**src/design/wtr_pkg.sv**
```systemverilog
`timescale 1ns / 1ps
package wtr_pkg;

  localparam int TARGET_BITS = 256;
  localparam int WTR_MUL_CELLS = 34;
  localparam int WTR_DIV_CELLS = TARGET_BITS;
  localparam int WTR_LATENCY = 1 + WTR_MUL_CELLS + WTR_DIV_CELLS + 3;

  // Configuration register indexes.
  localparam logic [2:0] REG_TIMESPAN = 3'd0;
  localparam logic [2:0] REG_NO_RETARGET = 3'd1;
  localparam logic [2:0] REG_LIMIT3 = 3'd2;
  localparam logic [2:0] REG_LIMIT2 = 3'd3;
  localparam logic [2:0] REG_LIMIT1 = 3'd4;
  localparam logic [2:0] REG_LIMIT0 = 3'd5;

  // Control that travels alongside each transaction.
  typedef struct packed {
    logic        valid;
    logic        bypass;
    logic [31:0] prev;
  } ctl_t;

endpackage

```
**src/design/wtr_pack.sv**
```systemverilog
`timescale 1ns / 1ps
module wtr_pack
  import wtr_pkg::*;
(
  input  logic                   clk,
  input  logic                   rst,
  input  logic                   div_zero,
  input  logic [TARGET_BITS-1:0] limit,
  input  ctl_t                   ctl_in,
  input  logic [TARGET_BITS-1:0] quot_in,
  output logic                   done,
  output logic [31:0]            next_compact
);

  ctl_t                   ctl1, ctl2;
  logic [TARGET_BITS-1:0] val1, val2;
  logic [TARGET_BITS-1:0] raw;
  logic [5:0]             size_next, size2;
  logic [5:0]             size_fin;
  logic [23:0]            mant;
  logic [31:0]            compact_next;

  // A zero divisor gives an all-ones quotient before the cap.
  assign raw = div_zero ? {TARGET_BITS{1'b1}} : quot_in;

  // Byte length of the capped value.
  always_comb begin
    size_next = 6'd0;
    for (int i = 0; i < TARGET_BITS / 8; i++) begin
      if (val1[8*i +: 8] != 8'd0) size_next = 6'(i + 1);
    end
  end

  // Take the top three bytes; move up a byte when the mantissa sign bit would be set.
  always_comb begin
    if (size2 <= 6'd3) begin
      mant = 24'(val2[23:0] << {6'd3 - size2, 3'b000});
    end else begin
      mant = 24'(val2 >> {size2 - 6'd3, 3'b000});
    end
    size_fin = size2;
    if (mant[23]) begin
      mant = {8'd0, mant[23:8]};
      size_fin = size2 + 6'd1;
    end
    compact_next = ctl2.bypass ? ctl2.prev : {8'(size_fin), 1'b0, mant[22:0]};
  end

  always_ff @(posedge clk) begin
    if (rst) begin
      ctl1.valid <= 1'b0;
      ctl2.valid <= 1'b0;
      done <= 1'b0;
    end else begin
      ctl1.valid <= ctl_in.valid;
      ctl2.valid <= ctl1.valid;
      done <= ctl2.valid;
    end
    ctl1.bypass <= ctl_in.bypass;
    ctl1.prev <= ctl_in.prev;
    ctl2.bypass <= ctl1.bypass;
    ctl2.prev <= ctl1.prev;
    val1 <= (raw > limit) ? limit : raw;
    val2 <= val1;
    size2 <= size_next;
    next_compact <= compact_next;
  end

endmodule

```
**config.mk**
```make
export PLATFORM = sky130hd
export DESIGN_NAME = wtr_pack
export DESIGN_NICKNAME = d
export VERILOG_FILES = /design/src/design/wtr_pkg.sv /design/src/design/wtr_pack.sv
export SDC_FILE = /design/constraint.sdc
export NUM_CORES = 2
export LEC_CHECK = 0
export BUFFER_PORTS_ARGS = -buffer_cell sky130_fd_sc_hd__clkbuf_2
export CAP_MARGIN = 40
export CORE_MARGIN = 1
export CORE_UTILIZATION = 40
export DETAILED_ROUTE_END_ITERATION = 8
export GPL_TIMING_DRIVEN = 0
export PLACE_DENSITY = 0.64
export SETUP_SLACK_MARGIN = 0.5
export SYNTH_ARGS = -nofsm -noshare
export SYNTH_HDL_FRONTEND = slang
export SYNTH_SLANG_ARGS = --single-unit
export TNS_END_PERCENT = 30
```
**constraint.sdc**
```tcl
create_clock -name clk -period 3.3 [get_ports clk]
set_input_delay 0 -clock clk [delete_from_list [all_inputs] [get_ports clk]]
set_output_delay 0 -clock clk [all_outputs]
set_load 0.02 [all_outputs]
```
==> reports/qor.yml <==
seq_area_frac_synth_pct: 39.3
tightest_slew_ps: 859
port_buffers: 580
max_freq_ghz: 0.298
status: "complete, but fails checks"
drc: 0
setup_viol: 151
core_um2: 77700
hp-class: "input pin to flop"
synth.net_count: 3723
finalHoldViolCount: 0
setup_slack_ps: -58.5
areaGrowthSynthToFinish_pct: 45.9
cp-start-kind: "input pin"
critPathRequiredTime_ps: 3810
clkPwrFrac_pct: 33.1
max-vdd-ir-drop_v: 0.000423
cts_tree: "built"
htree_levels: 2
internal_power_mw: 15.2
hold_depth: 2
grt_setup_unrepaired: "true"
cts.sinks: 619
stdcell_count: 5261
rows: 102
hold_end: "ctl1[16]"
grt_pass1_vias: 29903
clk_pin_slew_worst_paths_ps: 60
cts-root-buf: "clkbuf_16"
clk_latency_ps: 660
totalWireLength_um: 132000
grt_antenna_before_repair: 13
synth_cell_types: 66
finalMaxSlewViolations: 0
drtAntennaViolNets: 0
critPathKind: "input pin to flop"
cp.arrival_ps: 3860
dp.cells: 4548
synth_ff_type: "dfxtp_1"
grt_usage_pct: 32.5
hp-start: "ctl_in[16]"
yosysWarnings: 0
grt_pass1_wl_um: 190000
initial_core_util_pct: 40.6
drive_gt1_share_pct: 39.4
finalClockSkew_ps: 50.8
fillers: 6264
wl_per_cell_um: 25.2
tns_ps: -3270
grt_max_degree: 18
p_sw_mw: 6.11
r2r_slack_ps: 250
synth_edf_count: 0
grt-ovfl-total: 0
die_h_um: 283
finalCriticalPeriod_ps: 3360
ioPinCount: 582
routed_via_density: 5.50
maxCapViolations: 0
fin_crit_sh_pct: 102
power_density_nw_per_um2: 463
path_max_fanout: 8
synthesis.area_um2: 31500
dp_hpwl_um: 101000
drtIter0Drc: 2419
timing.rr.start: "size2[2]"
firstDrtPassIters: 6
vias: 28935
clk_path_buf_depth: 3
syn_inst: 2915
violations: "negative setup slack"
slew_headroom_pct: 42.0
avgSynthCellArea_um2: 10.8
leakage_nw: 19.6
end_kind: "flop"
power.share.sequential_pct: 44.6
die_area_um2: 80000
gp_congestion: 1.02
async_flop_share_pct: 0
power_frac_comb_pct: 22.3
synth_seq_cells: 619
cts_made_buffers: 61
num-nets-final: 4973
switching_share_pct: 28.7
die_w_um: 283
r2r_end: "next_compact[1]"
reg2reg_depth: 9
registers in the layout (all words and copies together), names as in the netlist:
register and cells:
ctl1 34, ctl2 34, done 1, next_compact 32
size2 6, val1 256, val2 256
how the worst max path moves through the flow:
stage / start / to / slack [ps] / cells after the start
floorplan: div_zero / val1[146] / 100 / 15
global placement: div_zero / val1[242] / -2650 / 15
detailed placement: div_zero / val1[241] / -1540 / 17
CTS: div_zero / val1[253] / -80 / 16
global route: div_zero / val1[248] / -130 / 17
finish: div_zero / val1[254] / -60 / 18
repair_timing:
| action | CTS | global route |
|---|---|---|
| setup buffers | 29 | 3 |
| hold buffers | 556 | 2 |
| hold endpoints to repair | 292 | 1 |
| pin swaps | 45 | 65 |
| setup endpoints to repair | 286 | 286 |
| cloned | 4 | 0 |
| resized for setup | 315 | 163 |
cell usage in the layout (no fill, tap or decap), types with 19 or more instances in the layout:
cell / instances
a21o_1: 23
a21oi_1: 102
buf_12: 26
buf_4: 35
buf_6: 32
buf_8: 24
clkbuf_1: 35
clkbuf_16: 64
clkbuf_2: 597
dfxtp_1: 615
dlygate4sd3_1: 558
ha_1: 236
ha_4: 22
inv_1: 291
mux2_1: 48
mux2_2: 200
mux2_4: 25
mux2i_1: 32
mux4_2: 183
nand2_1: 132
nand3_1: 57
nand4_1: 55
nor2_1: 70
nor4_1: 46
o211ai_1: 26
o21ai_0: 42
o21ai_2: 19
or2_2: 236
or2_4: 19
or4_1: 20
worst max-delay path, cell delays in order:
cell       delay [ps]
clkbuf_16         150
buf_8             130
buf_12            140
or2_4             270
ha_4              250
nand4_1           160
or4_4             600
nor4_4            270
and4_4            350
o21a_1            170
a31oi_1            50
and3_4            210
o211ai_4          180
buf_12            160
buf_16            150
buf_6             120
buf_16            140
mux2_4            310
cells in the mapped netlist, types with 4 or more instances:
cell type | count | share of area, %
o211ai_1 | 26 | 0.62
o311ai_0 | 4 | 0.11
buf_6 | 27 | 0.96
or2_2 | 255 | 5.1
nor2_1 | 78 | 0.93
nand2_1 | 151 | 1.8
inv_1 | 291 | 3.5
and4_1 | 7 | 0.19
buf_4 | 6 | 0.14
mux2_1 | 65 | 2.3
buf_1 | 13 | 0.15
dfxtp_1 | 619 | 39
buf_2 | 37 | 0.59
nand4_1 | 55 | 1.1
nor4_1 | 51 | 1.0
xnor2_1 | 4 | 0.11
a21o_1 | 23 | 0.55
and3_1 | 10 | 0.20
a22o_1 | 8 | 0.22
mux4_2 | 183 | 13
a221oi_1 | 20 | 0.56
or4_1 | 22 | 0.52
o21ai_0 | 72 | 1.1
o31ai_1 | 8 | 0.19
a31oi_1 | 22 | 0.44
nor3_1 | 30 | 0.48
nand3_1 | 58 | 0.92
a22oi_1 | 7 | 0.17
nand2b_1 | 4 | 0.079
a21oi_1 | 105 | 1.7
mux2i_1 | 36 | 1.1
and2_1 | 9 | 0.18
o2111ai_1 | 4 | 0.11
mux2_2 | 208 | 7.4
clkbuf_1 | 53 | 0.63
a2111oi_0 | 8 | 0.22
ha_1 | 259 | 10
a211oi_1 | 16 | 0.38
nor2b_1 | 10 | 0.20
a221o_1 | 10 | 0.32
kinds of logic (layout without fill, tap and decap cells):
group | after synthesis | after routing | share of synthesized area (%)
flip-flops | 619 | 619 | 39.3
AND/OR/NAND/NOR | 749 | 749 | 12.9
AO/OA/AOI/OAI | 361 | 361 | 7.43
adder cells (fa/ha/maj) | 259 | 259 | 10.3
multiplexers | 492 | 492 | 24.0
buffers and inverters | 428 | 1727 | 5.95
XOR/XNOR | 7 | 7 | 0.194
other | 0 | 7 | 0
per-stage QoR:
step / instance area [um2] / worst slack (ps) / util, % / hold slack (ps) / total power [mW]
floorplan: 31800 / 100 / - / 27.7 / 11.4
global placement: 36000 / -2650 / 46.3 / 103 / 13.2
detailed placement: 36100 / -1540 / 46.5 / 104 / 13.2
CTS: 45400 / -84.6 / 58.4 / -386 / 21.0
global route: 46000 / -134 / 59.2 / 13.5 / 22.0
finish: 46000 / -58.5 / 59.2 / 33.8 / 21.3
area by class of cell:
class	count	area, um2	share of cell area, %
clock buffers	83	1690	3.67
well taps	1040	1300	2.83
flip-flops and latches	619	12400	27.0
clock inverters	29	372	0.808
repair buffers	1187	9080	19.7
diodes	7	17.5	0.0381
multi-input cells	1868	18600	40.5
plain buffers	136	1420	3.09
inverters	292	1100	2.39
power groups by stage:
stage	registers (mW)	logic [mW]	clock network, mW
3_5_place_dp	9.56	3.62	0
6_report	9.49	4.75	7.06
3_3_place_gp	9.57	3.61	0
5_1_grt	9.52	5.04	7.48
4_1_cts	9.42	4.47	7.12
2_1_floorplan	9.04	2.32	0
per-layer routing:
| layer | vias to the layer above | GRT usage (%) | wire, um |
|---|---|---|---|
| li1 | 13065 | - | - |
| met1 | 13984 | 40.8 | 53400 |
| met2 | 1523 | 52.3 | 60700 |
| met3 | 353 | 8.39 | 11800 |
| met4 | 10 | 14.6 | 6510 |
| met5 | - | 0 | 60 |
Power figures use the tool's default switching activity.
