`src/design/wtr_pkg.sv`:
```
`timescale 1ns / 1ps
package wtr_pkg;

  localparam int TARGET_BITS = 256;
  localparam int WTR_MUL_CELLS = 34;
  localparam int WTR_DIV_CELLS = TARGET_BITS;
  localparam int WTR_LATENCY = 1 + WTR_MUL_CELLS + WTR_DIV_CELLS + 3;

  // Configuration register indexes.
  localparam logic [2:0] REG_TIMESPAN = 3'd0;
  localparam logic [2:0] REG_NO_RETARGET = 3'd1;
  localparam logic [2:0] REG_LIMIT3 = 3'd2;
  localparam logic [2:0] REG_LIMIT2 = 3'd3;
  localparam logic [2:0] REG_LIMIT1 = 3'd4;
  localparam logic [2:0] REG_LIMIT0 = 3'd5;

  // Control that travels alongside each transaction.
  typedef struct packed {
    logic        valid;
    logic        bypass;
    logic [31:0] prev;
  } ctl_t;

endpackage

```
`src/design/wtr_mul_cell.sv`:
```
`timescale 1ns / 1ps
module wtr_mul_cell
  import wtr_pkg::*;
(
  input  logic                   clk,
  input  logic                   rst,
  input  ctl_t                   ctl_in,
  input  logic [TARGET_BITS-1:0] acc_in,
  input  logic [TARGET_BITS-1:0] mcand_in,
  input  logic [33:0]            mplier_in,
  output ctl_t                   ctl_out,
  output logic [TARGET_BITS-1:0] acc_out,
  output logic [TARGET_BITS-1:0] mcand_out,
  output logic [33:0]            mplier_out
);

  // One shift-and-add step: add the multiplicand when the low multiplier bit is set.
  always_ff @(posedge clk) begin
    if (rst) begin
      ctl_out.valid <= 1'b0;
    end else begin
      ctl_out.valid <= ctl_in.valid;
    end
    ctl_out.bypass <= ctl_in.bypass;
    ctl_out.prev <= ctl_in.prev;
    acc_out <= mplier_in[0] ? acc_in + mcand_in : acc_in;
    mcand_out <= {mcand_in[TARGET_BITS-2:0], 1'b0};
    mplier_out <= {1'b0, mplier_in[33:1]};
  end

endmodule

```
`config.mk`:
```
export PLATFORM = sky130hd
export DESIGN_NAME = wtr_mul_cell
export DESIGN_NICKNAME = d
export VERILOG_FILES = /design/src/design/wtr_pkg.sv /design/src/design/wtr_mul_cell.sv
export SDC_FILE = /design/constraint.sdc
export NUM_CORES = 1
export LEC_CHECK = 0
export ABC_CLOCK_PERIOD_IN_PS = 4050
export BUFFER_PORTS_ARGS = -buffer_cell sky130_fd_sc_hd__clkbuf_2
export CAP_MARGIN = 10
export CORE_AREA = 2 2 455 457
export CTS_CLUSTER_DIAMETER = 100
export DETAILED_ROUTE_END_ITERATION = 10
export DIE_AREA = 0 0 457 459
export PLACE_DENSITY = 0.44
export SYNTH_ARGS = -nofsm -noshare
export SYNTH_HDL_FRONTEND = slang
export SYNTH_SLANG_ARGS = --single-unit
```
`constraint.sdc`:
```
create_clock -name clk -period 4.05 [get_ports clk]
set_input_delay 0.6075 -clock clk [delete_from_list [all_inputs] [get_ports clk]]
set_output_delay 0.6075 -clock clk [all_outputs]
set_load 0.1 [all_outputs]
```
==> results of run 1 <==
[per-layer routing]
layer | vias up | track usage (%)
li1 | 19600 | -
met1 | 19700 | 27.0
met2 | 1545 | 36.0
met3 | 268 | 5.12
met4 | 20 | 8.56
met5 | - | 0
[cells in the final DEF (no fill, tap or decap), types with 23 or more instances in the layout]
cell type	instances
xnor2_1	165
o21ai_1	35
mux2_2	231
buf_4	1312
clkbuf_2	1137
diode_2	23
dlygate4sd3_1	202
nand3_1	39
inv_1	95
o21bai_1	101
o21a_1	40
clkbuf_16	80
a21oi_1	484
xor2_1	86
ha_1	197
a21oi_2	28
nor2_1	266
o21ai_0	267
nor3_1	67
a21o_1	93
nand4_1	155
nand2_1	330
ha_4	51
dfxtp_1	578
[cell families (layout without fill, tap and decap cells)]
group / Yosys count / after routing / share of synthesized area [%]
other: 1 / 25 / 0.0112
AOI/OAI and AO/OA: 1293 / 1293 / 23.7
and+or+nand+nor: 1040 / 1040 / 14.7
adders and majority gates: 256 / 256 / 9.57
muxes: 236 / 236 / 7.91
DFF: 578 / 578 / 34.5
buffers and inverters: 257 / 2936 / 3.03
xor gates and xnor gates: 252 / 252 / 6.58
[how the worst max path moves through the flow]
stage	start	endpoint	slack, ns	cells after the start
floorplan	acc_in[0]	acc_out[246]	0.004	16
global placement	mcand_in[50]	acc_out[252]	-2.00	20
detailed placement	mcand_in[50]	acc_out[252]	-1.96	20
CTS	acc_in[21]	acc_out[244]	-0.02	20
global route	acc_in[57]	acc_out[252]	-0.12	19
finish	mcand_in[53]	acc_out[252]	-0.08	19
[state kept, by name (all words and copies together), names as in the netlist]
signal      flops
acc_out       256
ctl_out        34
mplier_out     33
mcand_out     255
[power breakdown]
part	leakage, nW	switching [mW]	total, mW	internal, mW
registers	4.88	0.232	6.53	6.30
logic	20.5	8.58	12.3	3.68
clock network	1.39	3.21	7.72	4.51
[metrics by stage]
step                      hold WS, ns  setup WS [ns]
after floorplan                 0.635        0.00407
after detailed placement        0.711          -1.96
after CTS                     0.00261        -0.0188
after global placement          0.710          -2.00
after global routing           0.0239         -0.117
final                          0.0679        -0.0797
[final cells by class]
cell class                 instances  area [um2]  area share [%]
clock buffer                      96        2140            3.63
sequential                       578       11600            19.6
tap                             2704        3380            5.73
inverter                          96         360           0.611
multi-input combinational       3079       22700            38.4
timing repair buffer            2693       18100            30.7
antenna                           23        57.6          0.0976
clock inverter                    51         706            1.20
[what timing repair did]
item                                   CTS  global route
resized for setup                      132           255
pin swaps                               27            64
buffers inserted                        10            24
gates cloned                             0             0
hold buffers                           201             1
setup endpoints to repair               88            73
endpoints found under the hold margin  201             1
==> reports/results.txt, run 1 <==
Status: finished, violations left
Failing checks: setup timing
Top Ports: 1,162
Met1 WL: 101 mm
Fill cell count: 22,200
Most numerous cell in the Yosys netlist: dfxtp_1
Fmax: 242 MHz
Initial DRC Count: 2,790
Crit path buf inv count: 4
Post-synth EDFFs: 0
CTS sink count: 578
CP max FO: 3
Maxcap violations: 0
Top cell type by total area after synthesis: dfxtp_1
Power Total: 26.5 mW
Hold Startpoint: mcand_in[155]
Layout cells sized above 1: 47.6%
Number of global-route vias before repair: 41,600
Mapped Avg Cell Area: 8.57 um2
Post-synthesis cell type count: 94
GPL Wtd Cong: 0.929
Vias/cell: 4.42
Area delta synth->final: 75.8%
Buffer levels on the longest clock path: 3
Hold Path End: mcand_out[156]
H-tree Lvls: 3
WP data arrival: 4.72 ns
Fin crit share: 102%
Post-DRT Antenna Nets: 0
Crit path top cell by count: buf_4
Die height: 459 um
CTS tree: yes
Final Critical Period: 4.13 ns
Post-synth top cells: 578 x dfxtp_1, 514 x a21oi_1, 342 x nand2_1
Critical Path Slowest Stage Cell: nor4_4
Family with the most delay on the worst path: compound AO/OA/AOI/OAI gates
Worst Tran Pin Value: 0.942 ns
Layout Cells excl Fill: 9,320
Post-layout net count: 7,366
Post-synthesis instance total: 3,913
Global route overflow: 0
Effective utilization at floorplan: 16.3%
Top cell type's share of synthesized area: 34.5%
CP startpoint kind: input pin
Core area: 206,000 um2
CP Class: in -> reg
Number of core rows: 167
Met3 WL: 16.4 mm
Util after Layout: 28.7%
Placed insts: 8,917
Min-Delay Path Class: in -> reg
PortBufs: 1,159
Initial antenna violation count: 59
First-pass DRT Iterations: 6
Crit-path max cell delay: 0.53 ns
Detailed placement HPWL: 208 mm
Mapped cell area: 33,600 um2
Synth Register Bits: 578
Largest net degree at the start of global routing: 71
Final Cell Area: 59,000 um2
Root Buffer: clkbuf_16
RSZ-0062 raised after global routing: yes
Worst setup margin: -0.0797 ns
Die area: 210,000 um2
GRT Util Overall: 21.7%
Fraction of registers with async set/reset: 0%
Met2 wire len: 111 mm
Placed Area: 52,000 um2
Die W: 457 um
Drt drc: 0
LEAKAGE: 26.8 nW
Cell area power density: 449 nW/um2
First-pass GRT wire length: 322 mm
Top_reg_cell synth: dfxtp_1
Peak supply drop: 0.000400 V
Count of final setup violators: 3
CTS Buf Count: 80
Post-synthesis sequential area ratio: 34.5%
Via count: 41,200
Slew Viols, Final: 0
Yosys warning count: 0
Hold path depth: 1
WL final: 238 mm
CP Cell Sequence: buf_4 -> ha_4 -> nand4_1 -> nor2_1 -> buf_4 -> o211ai_1 -> a311oi_4 -> nor2_4 -> nor4_4 -> a21oi_4 -> o41ai_4 -> buf_12 -> o221ai_4 -> nor4_2 -> buf_4 -> o22ai_4 -> o31ai_2 -> xor2_1 -> mux2_4
Final hold vios: 0
Worst path required time: 4.64 ns
Leading post-synthesis cells by cell area: dfxtp_1 34%, ha_1 9.5%, mux2_2 7.9%
Worst-path clk slew: 0.06 ns
DR WL/cell: 25.5 um
Setup crit end kind: flip-flop
Highest Signal Layer: met5
Setup TNS: -0.156 ns
Max transition margin: 36.6%
Power figures use the tool's default switching activity.
==> inputs of run 2 (changes only) <==
Settings changed: GPL_TIMING_DRIVEN set to 1, SETUP_SLACK_MARGIN set to 0.4.
==> run 2 against run 1 <==
  * The run now ends clean
  * Design area is 3.4% higher
  * Clock power is 8.3% lower
  * Combinational power up 3%
  * Total power down 0.77%
  * Flip-flop and latch count unchanged
  * Critical path depth is 3 higher
  * Non-clock buffer count increased by 67
  * Critical path type unchanged
==> reports/results.txt, run 2 (synthesis results as in run 1) <==
Status: finished, final reports clean
Root Buffer: clkbuf_16
CTS tree: yes
Via count: 41,100
Crit path buf inv count: 7
Top flop regs: acc_out: 256 flops, mcand_out: 255 flops, ctl_out: 34 flops
Min-Delay Path Class: in -> reg
DR WL/cell: 24.9 um
First-pass GRT wire length: 318 mm
Count of final setup violators: 0
CP max FO: 5
Seq. cell area: 11,600 um2
Logic pwr share: 48.2%
Initial antenna violation count: 43
Fmax: 251 MHz
WP data arrival: 4.58 ns
CP Class: in -> reg
Worst path required time: 4.65 ns
Post-DRT Antenna Nets: 0
Number of global-route vias before repair: 41,700
CTS Buf Count: 79
Final Critical Period: 3.99 ns
P_int: 14.3 mW
Placed Area: 52,400 um2
WL final: 234 mm
Final Cell Area: 61,000 um2
Layout cells sized above 1: 50.3%
RSZ-0062 raised after global routing: yes
First-pass DRT Iterations: 5
Core area: 206,000 um2
Family with the most delay on the worst path: compound AO/OA/AOI/OAI gates
CP Cell Sequence: clkbuf_16 -> ha_4 -> buf_6 -> buf_4 -> a21oi_2 -> o21ai_2 -> a21oi_2 -> o21ai_2 -> a221o_1 -> a31oi_4 -> buf_6 -> o21ai_4 -> a21o_1 -> a41oi_4 -> buf_12 -> o31ai_4 -> buf_12 -> a21oi_4 -> o21bai_1 -> xor2_1 -> buf_4 -> mux2_4
Clock Power Share: 26.9%
H-tree Lvls: 3
Drt drc: 0
Number of core rows: 167
Commonest non-fill, non-tap cell in the layout: buf_4
Worst Tran Pin Value: 1.28 ns
Net Switching: 12.0 mW
Buffer levels on the longest clock path: 3
Fin crit share: 98.4%
Initial DRC Count: 2,338
Slew Viols, Final: 0
GRT Util Overall: 21.3%
Cell area power density: 431 nW/um2
Setup crit end kind: flip-flop
Die height: 459 um
LEAKAGE: 27.6 nW
Peak supply drop: 0.000373 V
Multi-input logic area: 24,000 um2
CTS sink count: 578
Detailed placement HPWL: 203 mm
Die W: 457 um
Vias/cell: 4.39
Largest Register: acc_out
Most frequent cells in the layout: 1,312 x buf_4, 1,120 x clkbuf_2, 578 x dfxtp_1
Effective utilization at floorplan: 16.3%
Max transition margin: 14.1%
Max reg flops: 256
Crit-path max cell delay: 0.37 ns
Top Ports: 1,162
Area delta synth->final: 81.9%
Sequential power share: 24.8%
Sw Ratio: 45.6%
Post-layout net count: 7,432
Global route overflow: 0
CP startpoint kind: input pin
Die area: 210,000 um2
Largest net degree at the start of global routing: 79
GPL Wtd Cong: 0.932
Final hold vios: 0
Maxcap violations: 0
Critical Path Slowest Stage Cell: a221o_1
Setup TNS: 0 ns
Fill cell count: 22,000
PortBufs: 1,159
Worst-path clk slew: 0.06 ns
[run 2: repair_timing]
action	4_1_cts	5_1_grt
hold buffers	189	1
hold endpoints to repair	189	1
setup endpoints to repair	138	108
gates resized for setup	376	315
pin swaps	118	119
setup buffers	64	52
[run 2: power groups by stage]
stage	clock, mW	combinational (mW)	sequential (mW)
after floorplan	0	2.94	11.0
after global placement	0	11.8	6.66
after detailed placement	0	11.8	6.66
after CTS	7.34	12.4	6.54
after global routing	7.52	13.3	6.58
final	7.08	12.7	6.54
[run 2: layer usage]
metal / part of all wire, % / wire length (um) / vias to the layer above / GRT usage (%)
met1: 43 / 102000 / 19700 / 26.6
met4: 3.3 / 7710 / 12 / 7.56
met5: 0.031 / 73 / - / 0
met2: 47 / 110000 / 1381 / 35.9
li1: - / - / 19800 / -
met3: 6.1 / 14200 / 241 / 4.40
[run 2: final timing paths]
path	cells after the start	start	slack (ns)	end
max	22	acc_in[32]	0.06	acc_out[239]
min	1	mcand_in[32]	0.06	mcand_out[33]
[run 2: layout make-up]
type                            instances  share of cell area (%)
Multi-Input combinational cell       3079                    39.3
Antenna cell                           20                  0.0820
Inverter                               96                   0.591
Sequential cell                       578                    19.0
Tap cell                             2704                    5.54
Clock buffer                          106                    3.62
Timing Repair Buffer                 2760                    31.3
Clock inverter                         35                   0.619
[run 2: metrics by stage]
| stage | hold WS [ns] | std cells | total power [mW] | setup slack, ns | utilization [%] |
|---|---|---|---|---|---|
| CTS | 0.000426 | 9305 | 26.3 | 0.0899 | 28.8 |
| global route | 0.0170 | 9370 | 27.4 | -0.00864 | 29.7 |
| global placement | 0.710 | 8911 | 18.5 | -1.48 | 25.5 |
| finish | 0.0607 | 9378 | 26.3 | 0.0641 | 29.7 |
| floorplan | 0.635 | 3914 | 13.9 | 0.166 | - |
| detailed placement | 0.711 | 8911 | 18.4 | -1.55 | 25.5 |
==> inputs of run 3 (changes only) <==
--- a/config.mk
+++ b/config.mk
@@ -9,8 +9,8 @@
 export BUFFER_PORTS_ARGS = -buffer_cell sky130_fd_sc_hd__clkbuf_2
 export CAP_MARGIN = 10
-export CORE_AREA = 2 2 455 457
+export CORE_AREA = 2 2 450 452
 export CTS_CLUSTER_DIAMETER = 100
 export DETAILED_ROUTE_END_ITERATION = 10
-export DIE_AREA = 0 0 457 459
+export DIE_AREA = 0 0 452 454
 export GPL_TIMING_DRIVEN = 1
 export PLACE_DENSITY = 0.44
==> constraint.sdc (replaced) <==
create_clock -name clk -period 4.05 [get_ports clk]
set_input_delay 0.2025 -clock clk [delete_from_list [all_inputs] [get_ports clk]]
set_output_delay 0.2025 -clock clk [all_outputs]
set_load 0.1 [all_outputs]
==> run 3 against run 2 <==
  * Count of clock-buffer cells in the layout fell by 8
  * Total power fell by 0.25%
  * Clock power rose by 5.4%
  * Cell count rose by 1.2%
  * Wire length fell by 2.0%
  * Non-clock buffer count rose by 136
  * Flip-flop and latch count did not move
  * First-iteration DRC count rose by 8.7%
  * Sequential share of layout area barely moved
  * Die area fell by 2.2%
  * Critical path type unchanged
  * Critical endpoint is now acc_out[68]
  * Largest cell class unchanged
  * Largest power group unchanged
==> reports/results.txt, run 3 (synthesis results as in run 1) <==
RSZ-0062 raised after global routing: yes
CTS Buf Count: 79
Largest Register: acc_out
Root Buffer: clkbuf_16
Final Cell Area: 61,000 um2
Logic pwr share: 46.7%
First-pass GRT wire length: 315 mm
Layout cells sized above 1: 42.8%
Max transition margin: 13.1%
PortBufs: 1,159
Post-DRT Antenna Nets: 0
Initial antenna violation count: 42
Die W: 452 um
Most frequent cells in the layout: 1,150 x clkbuf_2, 1,116 x buf_4, 595 x dlygate4sd3_1
Drt drc: 0
GPL Wtd Cong: 0.940
Min-Delay Path Class: in -> reg
Count of final setup violators: 0
Global route overflow: 0
Max reg flops: 256
Number of global-route vias before repair: 43,000
Fmax: 265 MHz
Net Switching: 11.9 mW
Hold path depth: 4
CP max FO: 4
Cell area power density: 430 nW/um2
CP startpoint kind: input pin
Final Critical Period: 3.77 ns
Worst Tran Pin Value: 1.29 ns
WL final: 229 mm
Core area: 201,000 um2
Peak supply drop: 0.000356 V
Hold Startpoint: acc_in[12]
GRT Util Overall: 21.4%
LEAKAGE: 27.4 nW
Setup crit end kind: flip-flop
CP Class: in -> reg
Worst path required time: 4.63 ns
WP data arrival: 4.35 ns
Power Total: 26.2 mW
Fin crit share: 93.1%
Buffer levels on the longest clock path: 3
CTS tree: yes
Util after Layout: 30.4%
DR WL/cell: 24.1 um
First-pass DRT Iterations: 6
Top flop regs: acc_out: 256 flops, mcand_out: 255 flops, ctl_out: 34 flops
H-tree Lvls: 3
Number of core rows: 165
Detailed placement HPWL: 196 mm
Crit path top cell by count: buf_4
Placed Area: 50,300 um2
Initial DRC Count: 2,542
Status: finished, final reports clean
Die height: 454 um
P_int: 14.3 mW
Sequential power share: 24.8%
Vias/cell: 4.39
Commonest non-fill, non-tap cell in the layout: clkbuf_2
Hold Path End: acc_out[12]
Final hold vios: 0
Post-layout net count: 7,568
Effective utilization at floorplan: 16.7%
CTS sink count: 578
Via count: 41,600
Top Ports: 1,162
Slew Viols, Final: 0
Die area: 205,000 um2
Largest net degree at the start of global routing: 115
Maxcap violations: 0
Clock Power Share: 28.4%
Sw Ratio: 45.4%
Worst-path clk slew: 0.06 ns
Critical Path Slowest Stage Cell: o31ai_1
Area delta synth->final: 81.8%
Crit-path max cell delay: 0.49 ns
-- run 3: cell types whose count changed in the layout (fill, tap and decap cells not counted), moves of 19 or more --
cell	before	now
ha_4	61	23
mux2_4	29	2
o21ai_0	244	269
a21oi_2	55	29
mux2_2	205	232
clkbuf_2	1120	1150
a21oi_1	440	480
buf_6	100	19
ha_1	188	225
buf_4	1312	1116
dlygate4sd3_1	190	595
nor2_1	252	271
-- run 3: final cells by class --
type,count,area (um2)
diodes,20,50.0
flip-flops and latches,578,11600
clock inverters,49,622
repair buffers,2896,20600
fillers,21600,140000
inverters,96,360
multi-input cells,3079,22300
clock buffers,98,2160
well taps,2672,3340
-- run 3: critical path: cells and delay by family --
kind | cells | cell delay [ns]
multiplexers | 1 | 0.26
AO/OA/AOI/OAI | 1 | 0.49
adder cells (fa/ha/maj) | 1 | 0.28
AND/OR/NAND/NOR | 3 | 0.44
XOR/XNOR | 1 | 0.09
buffers and inverters | 21 | 2.58
-- run 3: power by group through the flow --
| stage | Sequential (mW) | Clock (mW) | Combinational (mW) |
|---|---|---|---|
| floorplan | 11.0 | 0 | 2.87 |
| global placement | 6.64 | 0 | 11.5 |
| detailed placement | 6.64 | 0 | 11.4 |
| CTS | 6.52 | 7.70 | 12.1 |
| global route | 6.56 | 7.91 | 12.8 |
| finish | 6.52 | 7.46 | 12.3 |
-- run 3: per-stage QoR --
step | std cells | setup WS [ns] | hold slack, ns | TNS (ns)
after floorplan | 3914 | 0.409 | 0.230 | 0
after global routing | 9481 | 0.228 | 0.0323 | 0
after CTS | 9438 | 0.398 | 0.00110 | 0
final | 9488 | 0.280 | 0.0404 | 0
after detailed placement | 8666 | -1.22 | 0.306 | -65.45
after global placement | 8666 | -1.19 | 0.306 | -64.06
-- run 3: timing repair --
action                                  CTS  global route
buffers inserted                         30            30
pin swaps                                29            79
endpoints found under the setup margin   82            75
gates resized for setup                 101           208
hold buffers                            595             0
hold endpoints to repair                578             0
-- run 3: worst max-delay path by stage --
stage | start | slack, ns | end | cells after the start
global route | mcand_in[53] | 0.23 | acc_out[236] | 22
CTS | acc_in[31] | 0.40 | acc_out[236] | 21
finish | mcand_in[54] | 0.28 | acc_out[68] | 28
global placement | acc_in[0] | -1.19 | acc_out[212] | 20
detailed placement | acc_in[0] | -1.22 | acc_out[236] | 20
floorplan | acc_in[0] | 0.41 | acc_out[246] | 16
-- run 3: routing by layer --
layer  wire [um]  up-vias  part of all wire (%)  track usage, %
li1            -    20000                     -               -
met1       96000    20000                    42            25.8
met2      111000     1343                    49            36.9
met3       10700      303                   4.7            3.37
met4       11100       10                   4.8            10.0
met5          57        -                 0.025               0
