**src/design/wtr_pkg.sv**
```systemverilog
`timescale 1ns / 1ps
package wtr_pkg;

  localparam int TARGET_BITS = 256;
  localparam int WTR_MUL_CELLS = 34;
  localparam int WTR_DIV_CELLS = TARGET_BITS;
  localparam int WTR_LATENCY = 1 + WTR_MUL_CELLS + WTR_DIV_CELLS + 3;

  // Configuration register indexes.
  localparam logic [2:0] REG_TIMESPAN = 3'd0;
  localparam logic [2:0] REG_NO_RETARGET = 3'd1;
  localparam logic [2:0] REG_LIMIT3 = 3'd2;
  localparam logic [2:0] REG_LIMIT2 = 3'd3;
  localparam logic [2:0] REG_LIMIT1 = 3'd4;
  localparam logic [2:0] REG_LIMIT0 = 3'd5;

  // Control that travels alongside each transaction.
  typedef struct packed {
    logic        valid;
    logic        bypass;
    logic [31:0] prev;
  } ctl_t;

endpackage

```
**src/design/wtr_div_cell.sv**
```systemverilog
`timescale 1ns / 1ps
module wtr_div_cell
  import wtr_pkg::*;
(
  input  logic                   clk,
  input  logic                   rst,
  input  logic [31:0]            divisor,
  input  ctl_t                   ctl_in,
  input  logic [31:0]            rem_in,
  input  logic [TARGET_BITS-1:0] work_in,
  output ctl_t                   ctl_out,
  output logic [31:0]            rem_out,
  output logic [TARGET_BITS-1:0] work_out
);

  logic [32:0] trial;
  logic [32:0] diff;
  logic        qbit;

  // One restoring division step; quotient bits shift in as dividend bits shift out.
  always_comb begin
    trial = {rem_in, work_in[TARGET_BITS-1]};
    diff = trial - {1'b0, divisor};
    qbit = (trial >= {1'b0, divisor});
  end

  always_ff @(posedge clk) begin
    if (rst) begin
      ctl_out.valid <= 1'b0;
    end else begin
      ctl_out.valid <= ctl_in.valid;
    end
    ctl_out.bypass <= ctl_in.bypass;
    ctl_out.prev <= ctl_in.prev;
    rem_out <= qbit ? diff[31:0] : trial[31:0];
    work_out <= {work_in[TARGET_BITS-2:0], qbit};
  end

endmodule

```
**config.mk**
```make
export PLATFORM = sky130hd
export DESIGN_NAME = wtr_div_cell
export DESIGN_NICKNAME = d
export VERILOG_FILES = /design/src/design/wtr_pkg.sv /design/src/design/wtr_div_cell.sv
export SDC_FILE = /design/constraint.sdc
export NUM_CORES = 1
export LEC_CHECK = 0
export ABC_AREA = 1
export BUFFER_PORTS_ARGS = -buffer_cell sky130_fd_sc_hd__buf_2
export CAP_MARGIN = 15
export CORE_AREA = 2 2 263 265
export DETAILED_ROUTE_END_ITERATION = 16
export DIE_AREA = 0 0 265 267
export PLACE_DENSITY_LB_ADDON = 0.1
export SLEW_MARGIN = 20
export SYNTH_ARGS = -nofsm -noshare
export SYNTH_HDL_FRONTEND = slang
export SYNTH_SLANG_ARGS = --single-unit
```
**constraint.sdc**
```tcl
create_clock -name clk -period 1.5 [get_ports clk]
set_input_delay 0.075 -clock clk [delete_from_list [all_inputs] [get_ports clk]]
set_output_delay 0.075 -clock clk [all_outputs]
set_load 0.005 [all_outputs]
```
==> impl_metrics.env, run 1 <==
export IMPL_arrival_ps=1820
export IMPL_clk_pin_slew_ps=60
export IMPL_timing_fmax_mhz=738
export IMPL_cts_htree_levels=2
export IMPL_period_needed_ps=1360
export IMPL_antenna_found_initial=31
export IMPL_setup_viol=0
export IMPL_syn_to_final_growth_pct=104
export IMPL_synth_edf_count=0
export IMPL_drv_cap=0
export IMPL_crit_type="primary input to register"
export IMPL_crit_path_start_kind="primary input"
export IMPL_crit_chain="buf_2, inv_1, ha_1, nand2_1, nor2_1, inv_1, nor3_1, and2_1, nand2_1, nand2_1, nand2_1, nand3_2, nand2_1"
export IMPL_ant_nets=0
export IMPL_hp_class="primary input to register"
export IMPL_cts_setup_buffers=0
export IMPL_critPathSlowestCell="ha_1"
export IMPL_grt_pass1_vias=11150
export IMPL_root_buffer="clkbuf_16"
export IMPL_syn_nets=1365
export IMPL_synth_xor_area_share=0.0127
export IMPL_top_layer="met5"
export IMPL_tightest_slew_ps=377
export IMPL_cts_num_sinks=322
export IMPL_ios=678
export IMPL_synth_fa_ha_area_frac=0.0436
export IMPL_synthMuxAreaShare=0
export IMPL_startpoint="divisor[23]"
export IMPL_dp_hpwl_microns=49700
export IMPL_drive_gt1_frac=0.420
export IMPL_cts_tree="done"
export IMPL_finalSetupTns_ps=0
export IMPL_post_synth_top_count_cell="dfxtp_1"
export IMPL_cpMostUsedCell="nand2_1"
export IMPL_final_area_sq_um=19700
export IMPL_hold_path_depth=3
export IMPL_die_w_microns=265
export IMPL_ys_top_cells_by_area="dfxtp_1, nand2_1, inv_1"
export IMPL_die_area_sq_um=70800
export IMPL_async_flop_share=0
export IMPL_ir_drop_uv=576
export IMPL_slew_headroom=0.747
export IMPL_synth_cell_types=29
export IMPL_fin_nets=2516
export IMPL_synth_area_sq_um=9650
export IMPL_port_buffers=677
export IMPL_final_max_slew_viol_count=0
export IMPL_synth_cells=976
export IMPL_synth_seq_cells=322
export IMPL_synth_compound_area_frac=0.0127
export IMPL_firstDrtPassIters=4
export IMPL_synth_largest_area_cell="dfxtp_1"
export IMPL_placed_area_sq_um=15000
export IMPL_status="finished with violations"
export IMPL_rsz0062_at_grt="no"
export IMPL_synth_area_per_cell_sq_um=9.89
export IMPL_clk_path_buf_depth=3
export IMPL_drc=0
export IMPL_grt_pass1_wl_microns=81100
export IMPL_finalHoldViolCount=1
export IMPL_power_density_nw_per_um2=1190
export IMPL_min_from="work_in[255]"
export IMPL_num_vias=10466
export IMPL_hold_worst_slack_ps=-212
export IMPL_wl_per_cell_microns=19.7
export IMPL_fill_cells=7394
export IMPL_yosys_area_share_simple=0.195
export IMPL_grt_max_degree=17
export IMPL_grt_overflow=0
export IMPL_grt_usage=0.163
export IMPL_met2WireLength_microns=29200
export IMPL_fp_coreArea_sq_um=68000
export IMPL_synth_top_family_by_area="simple AND/OR/NAND/NOR gates"
export IMPL_synth_top_area_share=0.668
export IMPL_viasPerCell=3.43
export IMPL_cp_end_kind="register"
export IMPL_ys_warn_count=0
export IMPL_final_util=0.290
export IMPL_wl_microns=60100
export IMPL_worst_path_stages=13
export IMPL_synth_common_cells="dfxtp_1, nand2_1, inv_1"
export IMPL_ys_seq_area_frac=0.668
export IMPL_post_route_period_util=0.903
export IMPL_wl_met3_microns=5110
export IMPL_finalWeightedCongestion=0.841
export IMPL_critPathMaxFanout=4
export IMPL_cp_top_family="simple AND/OR/NAND/NOR gates"
export IMPL_cp_buffers_inverters=3
export IMPL_drt_met1_wl_microns=23000
export IMPL_failed_checks="hold timing"
export IMPL_start_util=0.142
export IMPL_power_leakage_nw=10.2
export IMPL_slowest_delay_ps=360
export IMPL_critical_path_required_ps=1960
export IMPL_cts_buffers=41
export IMPL_die_height_microns=267
export IMPL_drt_first_iter_violations=347
export IMPL_synth_ff_type="dfxtp_1"
export IMPL_rows=96
[report_power, final]
part	switching, W	internal [W]	total [W]
sequential	0.000157	0.00915	0.00930
clock	0.00412	0.00618	0.0103
combinational	0.00186	0.00203	0.00390
[path summary, 6_finish.rpt]
kind / end / slack [ps]
max: rem_out[29]$_DFF_P_ / 140
min: rem_out[0]$_DFF_P_ / -210
[cell usage in the layout, fill, tap and decap left out, drive strengths merged]
| master | n |
|---|---|
| buf | 791 |
| xnor2 | 1 |
| o21ai | 2 |
| or2 | 1 |
| xor2 | 13 |
| nand3 | 68 |
| clkinvlp | 2 |
| dlygate4sd3 | 327 |
| clkbuf | 50 |
| bufinv | 5 |
| o21bai | 1 |
| nand4 | 2 |
| nand2 | 282 |
| inv | 157 |
| nor2 | 41 |
| a21oi | 21 |
| diode | 15 |
| clkinv | 11 |
| dfxtp | 322 |
| ha | 32 |
| nand3b | 10 |
| and2 | 8 |
| fa | 1 |
| nor3 | 8 |
[layer usage]
metal | up-vias | track usage
met4 | 16 | 0.0698
li1 | 5287 | -
met1 | 4678 | 0.180
met5 | - | 0.00139
met2 | 380 | 0.283
met3 | 105 | 0.0589
[stage by stage]
| stage | total power, W | worst slack, ps | cells |
|---|---|---|---|
| 3_3_place_gp | 0.0127 | -559 | 2639 |
| 4_1_cts | 0.0241 | 90.3 | 3036 |
| 5_1_grt | 0.0247 | 3.28 | 3045 |
| 2_1_floorplan | 0.0106 | -6.46 | 976 |
| 6_report | 0.0235 | 145 | 3053 |
| 3_5_place_dp | 0.0127 | -529 | 2639 |
[sequential cells by signal, indices dropped and copies added (netlist names)]
register	count
work_out	256
ctl_out	34
rem_out	32
[cell families (layout without fill, tap and decap cells)]
| logic type | Yosys count | count (layout) |
|---|---|---|
| adders and majority gates | 33 | 33 |
| DFF | 322 | 322 |
| and+or+nand+nor | 420 | 420 |
| AOI/OAI and AO/OA | 24 | 24 |
| other | 0 | 15 |
| xor gates and xnor gates | 14 | 14 |
| buffers and inverters | 163 | 1343 |
[area by class of cell]
class,count,area (sq um),share of cell area
tap,882,1100,0.0559
timing repair buffer,1118,7560,0.383
inverter,153,574,0.0291
sequential,322,6450,0.327
clock inverter,22,285,0.0145
multi-input combinational,491,2610,0.132
clock buffer,50,1110,0.0563
antenna,15,37.5,0.00190
[repair_timing]
action / in CTS / in global routing
endpoints found under the hold margin: 321 / 3
hold buffers: 325 / 2
endpoints found under the setup margin: 0 / 32
gates resized for setup: 0 / 13
Note: power is estimated with default switching activity, not from simulation.
==> run 2: changes to the inputs <==
--- a/config.mk
+++ b/config.mk
@@ -8,9 +8,9 @@
 export ABC_AREA = 1
 export BUFFER_PORTS_ARGS = -buffer_cell sky130_fd_sc_hd__buf_2
 export CAP_MARGIN = 15
-export CORE_AREA = 2 2 263 265
+export CORE_AREA = 2 2 265 267
 export DETAILED_ROUTE_END_ITERATION = 16
-export DIE_AREA = 0 0 265 267
+export DIE_AREA = 0 0 267 269
 export PLACE_DENSITY_LB_ADDON = 0.1
 export SLEW_MARGIN = 20
 export SYNTH_ARGS = -nofsm -noshare
==> constraint.sdc (replaced) <==
create_clock -name clk -period 1.25 [get_ports clk]
set_input_delay 0.0625 -clock clk [delete_from_list [all_inputs] [get_ports clk]]
set_output_delay 0.0625 -clock clk [all_outputs]
set_load 0.005 [all_outputs]
==> impl_metrics.env, run 2 (synthesis results as in run 1) <==
export IMPL_status="finished with violations"
export IMPL_failed_checks="hold timing, setup timing"
export IMPL_crit_path_start_kind="primary input"
export IMPL_arrival_ps=1740
export IMPL_post_route_period_util=1.03
export IMPL_grt_usage=0.166
export IMPL_finalHoldViolCount=8
export IMPL_fp_coreArea_sq_um=69300
export IMPL_final_common_cell="buf_2"
export IMPL_fill_cells=7424
export IMPL_drt_first_iter_violations=314
export IMPL_root_buffer="clkbuf_16"
export IMPL_drc=0
export IMPL_antenna_found_initial=37
export IMPL_period_needed_ps=1290
export IMPL_die_area_sq_um=71800
export IMPL_final_area_sq_um=20500
export IMPL_power_leakage_nw=10.2
export IMPL_timing_fmax_mhz=776
export IMPL_largest_reg_flops=256
export IMPL_slew_headroom=0.805
export IMPL_regMostFlops="work_out"
export IMPL_cts_tree="done"
export IMPL_grt_pass1_wl_microns=82400
export IMPL_power_density_nw_per_um2=1440
export IMPL_final_max_slew_viol_count=0
export IMPL_grt_max_degree=31
export IMPL_totalPowerFinal_w=0.0295
export IMPL_rsz0062_at_grt="yes"
export IMPL_cp_end_kind="register"
export IMPL_largestRegisters="work_out x256, ctl_out x34, rem_out x32"
export IMPL_firstDrtPassIters=4
export IMPL_tightest_slew_ps=291
export IMPL_num_vias=10513
export IMPL_drv_cap=0
export IMPL_port_buffers=677
export IMPL_start_util=0.139
export IMPL_rows=97
export IMPL_cts_buffers=42
export IMPL_finalWorstSetupSlack_ps=-38.5
export IMPL_clk_pin_slew_ps=60
export IMPL_ir_drop_uv=850
export IMPL_cts_htree_levels=2
export IMPL_hp_class="primary input to register"
export IMPL_ios=678
export IMPL_critPathMaxFanout=7
export IMPL_grt_overflow=0
export IMPL_cts_num_sinks=322
export IMPL_dp_hpwl_microns=52400
export IMPL_syn_to_final_growth_pct=112
export IMPL_die_height_microns=269
export IMPL_finalWeightedCongestion=0.834
export IMPL_wl_microns=64000
export IMPL_setup_viol=27
export IMPL_crit_type="primary input to register"
export IMPL_ant_nets=0
export IMPL_wl_per_cell_microns=20.7
export IMPL_placed_area_sq_um=15300
export IMPL_grt_pass1_vias=11041
export IMPL_mostFrequentLayoutCells="buf_2, dlygate4sd3_1, dfxtp_1, nand2_1, inv_1"
export IMPL_die_w_microns=267
export IMPL_finalSetupTns_ps=-621
export IMPL_viasPerCell=3.40
export IMPL_clk_path_buf_depth=3
export IMPL_fin_nets=2494
export IMPL_hold_worst_slack_ps=-216
export IMPL_critical_path_required_ps=1700
export IMPL_drive_gt1_frac=0.465
[run 2: cell count changes in the layout (fill, tap and decap cells not counted), sizes merged, moves of 2 or more]
cell,previous run,this run
diode,15,17
clkbuf,50,57
bufinv,5,7
dlygate4sd3,327,321
buf,791,770
inv,157,154
[run 2: report_power, final]
| group | total [W] | switching (W) | internal, W | leakage (nW) |
|---|---|---|---|---|
| combinational | 0.00510 | 0.00247 | 0.00262 | 6.77 |
| clock | 0.0132 | 0.00499 | 0.00822 | 0.743 |
| sequential | 0.0112 | 0.000205 | 0.0110 | 2.72 |
| total | 0.0295 | 0.00767 | 0.0218 | 10.2 |
[run 2: layer usage]
metal / GRT usage / up-vias / wire [microns]
met5: 0 / - / 158
met4: 0.0582 / 24 / 2100
met3: 0.0558 / 102 / 5210
met2: 0.286 / 369 / 31000
met1: 0.192 / 4768 / 25500
li1: - / 5250 / -
[run 2: cell type report]
class	instances	area [sq um]	share of cell area
inverters	153	587	0.0287
diodes	17	42.5	0.00208
multi-input cells	492	3240	0.158
clock inverters	21	305	0.0149
repair buffers	1094	7480	0.365
flip-flops and latches	322	6450	0.315
clock buffers	54	1200	0.0585
well taps	940	1180	0.0574
[run 2: repair_timing]
action / 4_1_cts / 5_1_grt
pin swaps: 6 / 12
hold buffers: 300 / 21
endpoints found under the setup margin: 30 / 34
gates resized for setup: 15 / 70
gates cloned: 1 / 4
endpoints found under the hold margin: 321 / 23
buffers inserted: 0 / 3
[run 2: worst paths after layout]
kind                        start                  end  slack (ps)  cells past startpoint
worst max-delay path  divisor[17]   rem_out[2]$_DFF_P_         -40                     14
worst min-delay path   rem_in[13]  rem_out[14]$_DFF_P_        -220                      3
[run 2: worst max-delay path, stage by stage]
cell and delay (ps):
buf_6 80, clkinvlp_4 160, ha_4 300, nand2_4 80
nor2_4 40, nand2_2 90, nor2_4 50, nand2_1 70
nand3_2 80, nor2_4 250, nand2_8 170, clkbuf_16 200
nand2_2 50, nand2_1 50
[run 2: through the flow]
step / std cells / setup slack (ps) / util
2_1_floorplan: 976 / -177 / -
3_3_place_gp: 2672 / -671 / 0.221
3_5_place_dp: 2672 / -696 / 0.221
4_1_cts: 3048 / 0.870 / 0.287
5_1_grt: 3090 / -106 / 0.295
6_report: 3093 / -38.5 / 0.295
==> run 3: changes to the inputs <==
--- a/config.mk
+++ b/config.mk
@@ -12,6 +12,7 @@
 export DETAILED_ROUTE_END_ITERATION = 16
 export DIE_AREA = 0 0 267 269
 export PLACE_DENSITY_LB_ADDON = 0.1
+export RECOVER_POWER = 25
 export SLEW_MARGIN = 20
 export SYNTH_ARGS = -nofsm -noshare
 export SYNTH_HDL_FRONTEND = slang
==> constraint.sdc (replaced) <==
create_clock -name clk -period 1.4 [get_ports clk]
set_input_delay 0 -clock clk [delete_from_list [all_inputs] [get_ports clk]]
set_output_delay 0 -clock clk [all_outputs]
set_load 0.005 [all_outputs]
==> impl_metrics.env, run 3 (synthesis results as in run 1) <==
export IMPL_die_w_microns=267
export IMPL_mostFrequentLayoutCells="buf_2, dlygate4sd3_1, dfxtp_1, nand2_1, inv_1"
export IMPL_firstDrtPassIters=6
export IMPL_drive_gt1_frac=0.422
export IMPL_slew_headroom=0.797
export IMPL_dp_hpwl_microns=49500
export IMPL_largestRegisters="work_out x256, ctl_out x34, rem_out x32"
export IMPL_syn_to_final_growth_pct=106
export IMPL_drt_first_iter_violations=333
export IMPL_num_vias=10463
export IMPL_placed_area_sq_um=15200
export IMPL_hold_worst_slack_ps=-322
export IMPL_seq_area_sq_um=6450
export IMPL_final_area_sq_um=19900
export IMPL_critical_path_required_ps=1870
export IMPL_power_leakage_nw=10.1
export IMPL_regMostFlops="work_out"
export IMPL_cts_buffers=43
export IMPL_cts_tree="done"
export IMPL_rsz0062_at_grt="no"
export IMPL_grt_max_degree=31
export IMPL_status="finished with violations"
export IMPL_finalHoldViolCount=13
export IMPL_cts_num_sinks=322
export IMPL_critPathMaxFanout=30
export IMPL_start_util=0.139
export IMPL_rows=97
export IMPL_grt_pass1_wl_microns=78800
export IMPL_ant_nets=0
export IMPL_wl_per_cell_microns=19.2
export IMPL_tightest_slew_ps=302
export IMPL_ir_drop_uv=794
export IMPL_power_density_nw_per_um2=1260
export IMPL_timing_fmax_mhz=746
export IMPL_fill_cells=7513
export IMPL_multiInputGateArea_sq_um=2780
export IMPL_grt_overflow=0
export IMPL_fin_nets=2513
export IMPL_final_max_slew_viol_count=0
export IMPL_cts_setup_buffers=0
export IMPL_final_common_cell="buf_2"
export IMPL_die_height_microns=269
export IMPL_hp_class="primary input to register"
export IMPL_port_buffers=677
export IMPL_setup_viol=0
export IMPL_antenna_found_initial=26
export IMPL_cp_end_kind="register"
export IMPL_instances_no_fill=3105
export IMPL_post_route_period_util=0.957
export IMPL_drc=0
export IMPL_failed_checks="hold timing"
export IMPL_clk_pin_slew_ps=50
export IMPL_cts_htree_levels=2
export IMPL_wl_microns=59700
export IMPL_drv_cap=0
export IMPL_crit_path_start_kind="primary input"
export IMPL_grt_pass1_vias=10911
export IMPL_root_buffer="clkbuf_16"
export IMPL_finalWeightedCongestion=0.799
export IMPL_period_needed_ps=1340
export IMPL_grt_usage=0.157
export IMPL_placed_cells=2692
export IMPL_die_area_sq_um=71800
export IMPL_crit_type="primary input to register"
export IMPL_clk_path_buf_depth=3
export IMPL_arrival_ps=1810
export IMPL_viasPerCell=3.37
export IMPL_ios=678
export IMPL_largest_reg_flops=256
export IMPL_fp_coreArea_sq_um=69300
==> run 3: power by group <==
group          switching (W)  internal (W)
Sequential          0.000183       0.00980
Clock                0.00457       0.00631
Combinational        0.00202       0.00221
Total                0.00676        0.0183
==> run 3: through the flow <==
step / setup TNS, ps / util / setup WS, ps / hold slack, ps / power (W)
final: 0 / 0.287 / 59.9 / -322 / 0.0251
after global routing: 0 / 0.287 / 14.1 / -330 / 0.0264
after CTS: 0 / 0.286 / 55.6 / -377 / 0.0257
after detailed placement: -17550 / 0.220 / -643 / 104 / 0.0137
after global placement: -17950 / 0.220 / -664 / 103 / 0.0137
after floorplan: 0 / - / 1.50 / 27.7 / 0.0114
==> run 3: area by class of cell <==
cell class,instances,area share
clock buffers,59,0.0610
repair buffers,1113,0.378
clock inverters,19,0.00879
diodes,8,0.00100
well taps,940,0.0590
flip-flops and latches,322,0.324
inverters,153,0.0288
multi-input cells,491,0.140
==> run 3: layer usage <==
layer | GRT usage | wire length [microns] | vias up | part of all wire
met5 | 0 | 103 | - | 0.0017
met4 | 0.0547 | 1820 | 16 | 0.031
met3 | 0.0574 | 4950 | 78 | 0.083
met2 | 0.283 | 30200 | 365 | 0.51
met1 | 0.169 | 22600 | 4732 | 0.38
li1 | - | - | 5272 | -
==> run 3: worst max-delay path: stages <==
cell and delay, ps:
buf_2 90, inv_1 40, ha_1 360, nand2_2 130, nor2_4 180, nand2_1 130, nor2_2 170, nand2_1 70
nand3_1 120, nor2_4 80, buf_12 170, nand3_1 150, nand2_1 60
==> run 3: worst paths after layout <==
path / depth (start not counted) / startpoint / endpoint
max: 13 / divisor[14] / rem_out[12]$_DFF_P_
min: 3 / rem_in[10] / rem_out[11]$_DFF_P_
==> run 3: what timing repair did <==
action / CTS / global route
gates resized for setup: 1 / 8
endpoints found under the hold margin: 321 / 17
endpoints found under the setup margin: 1 / 16
hold buffers: 319 / 8
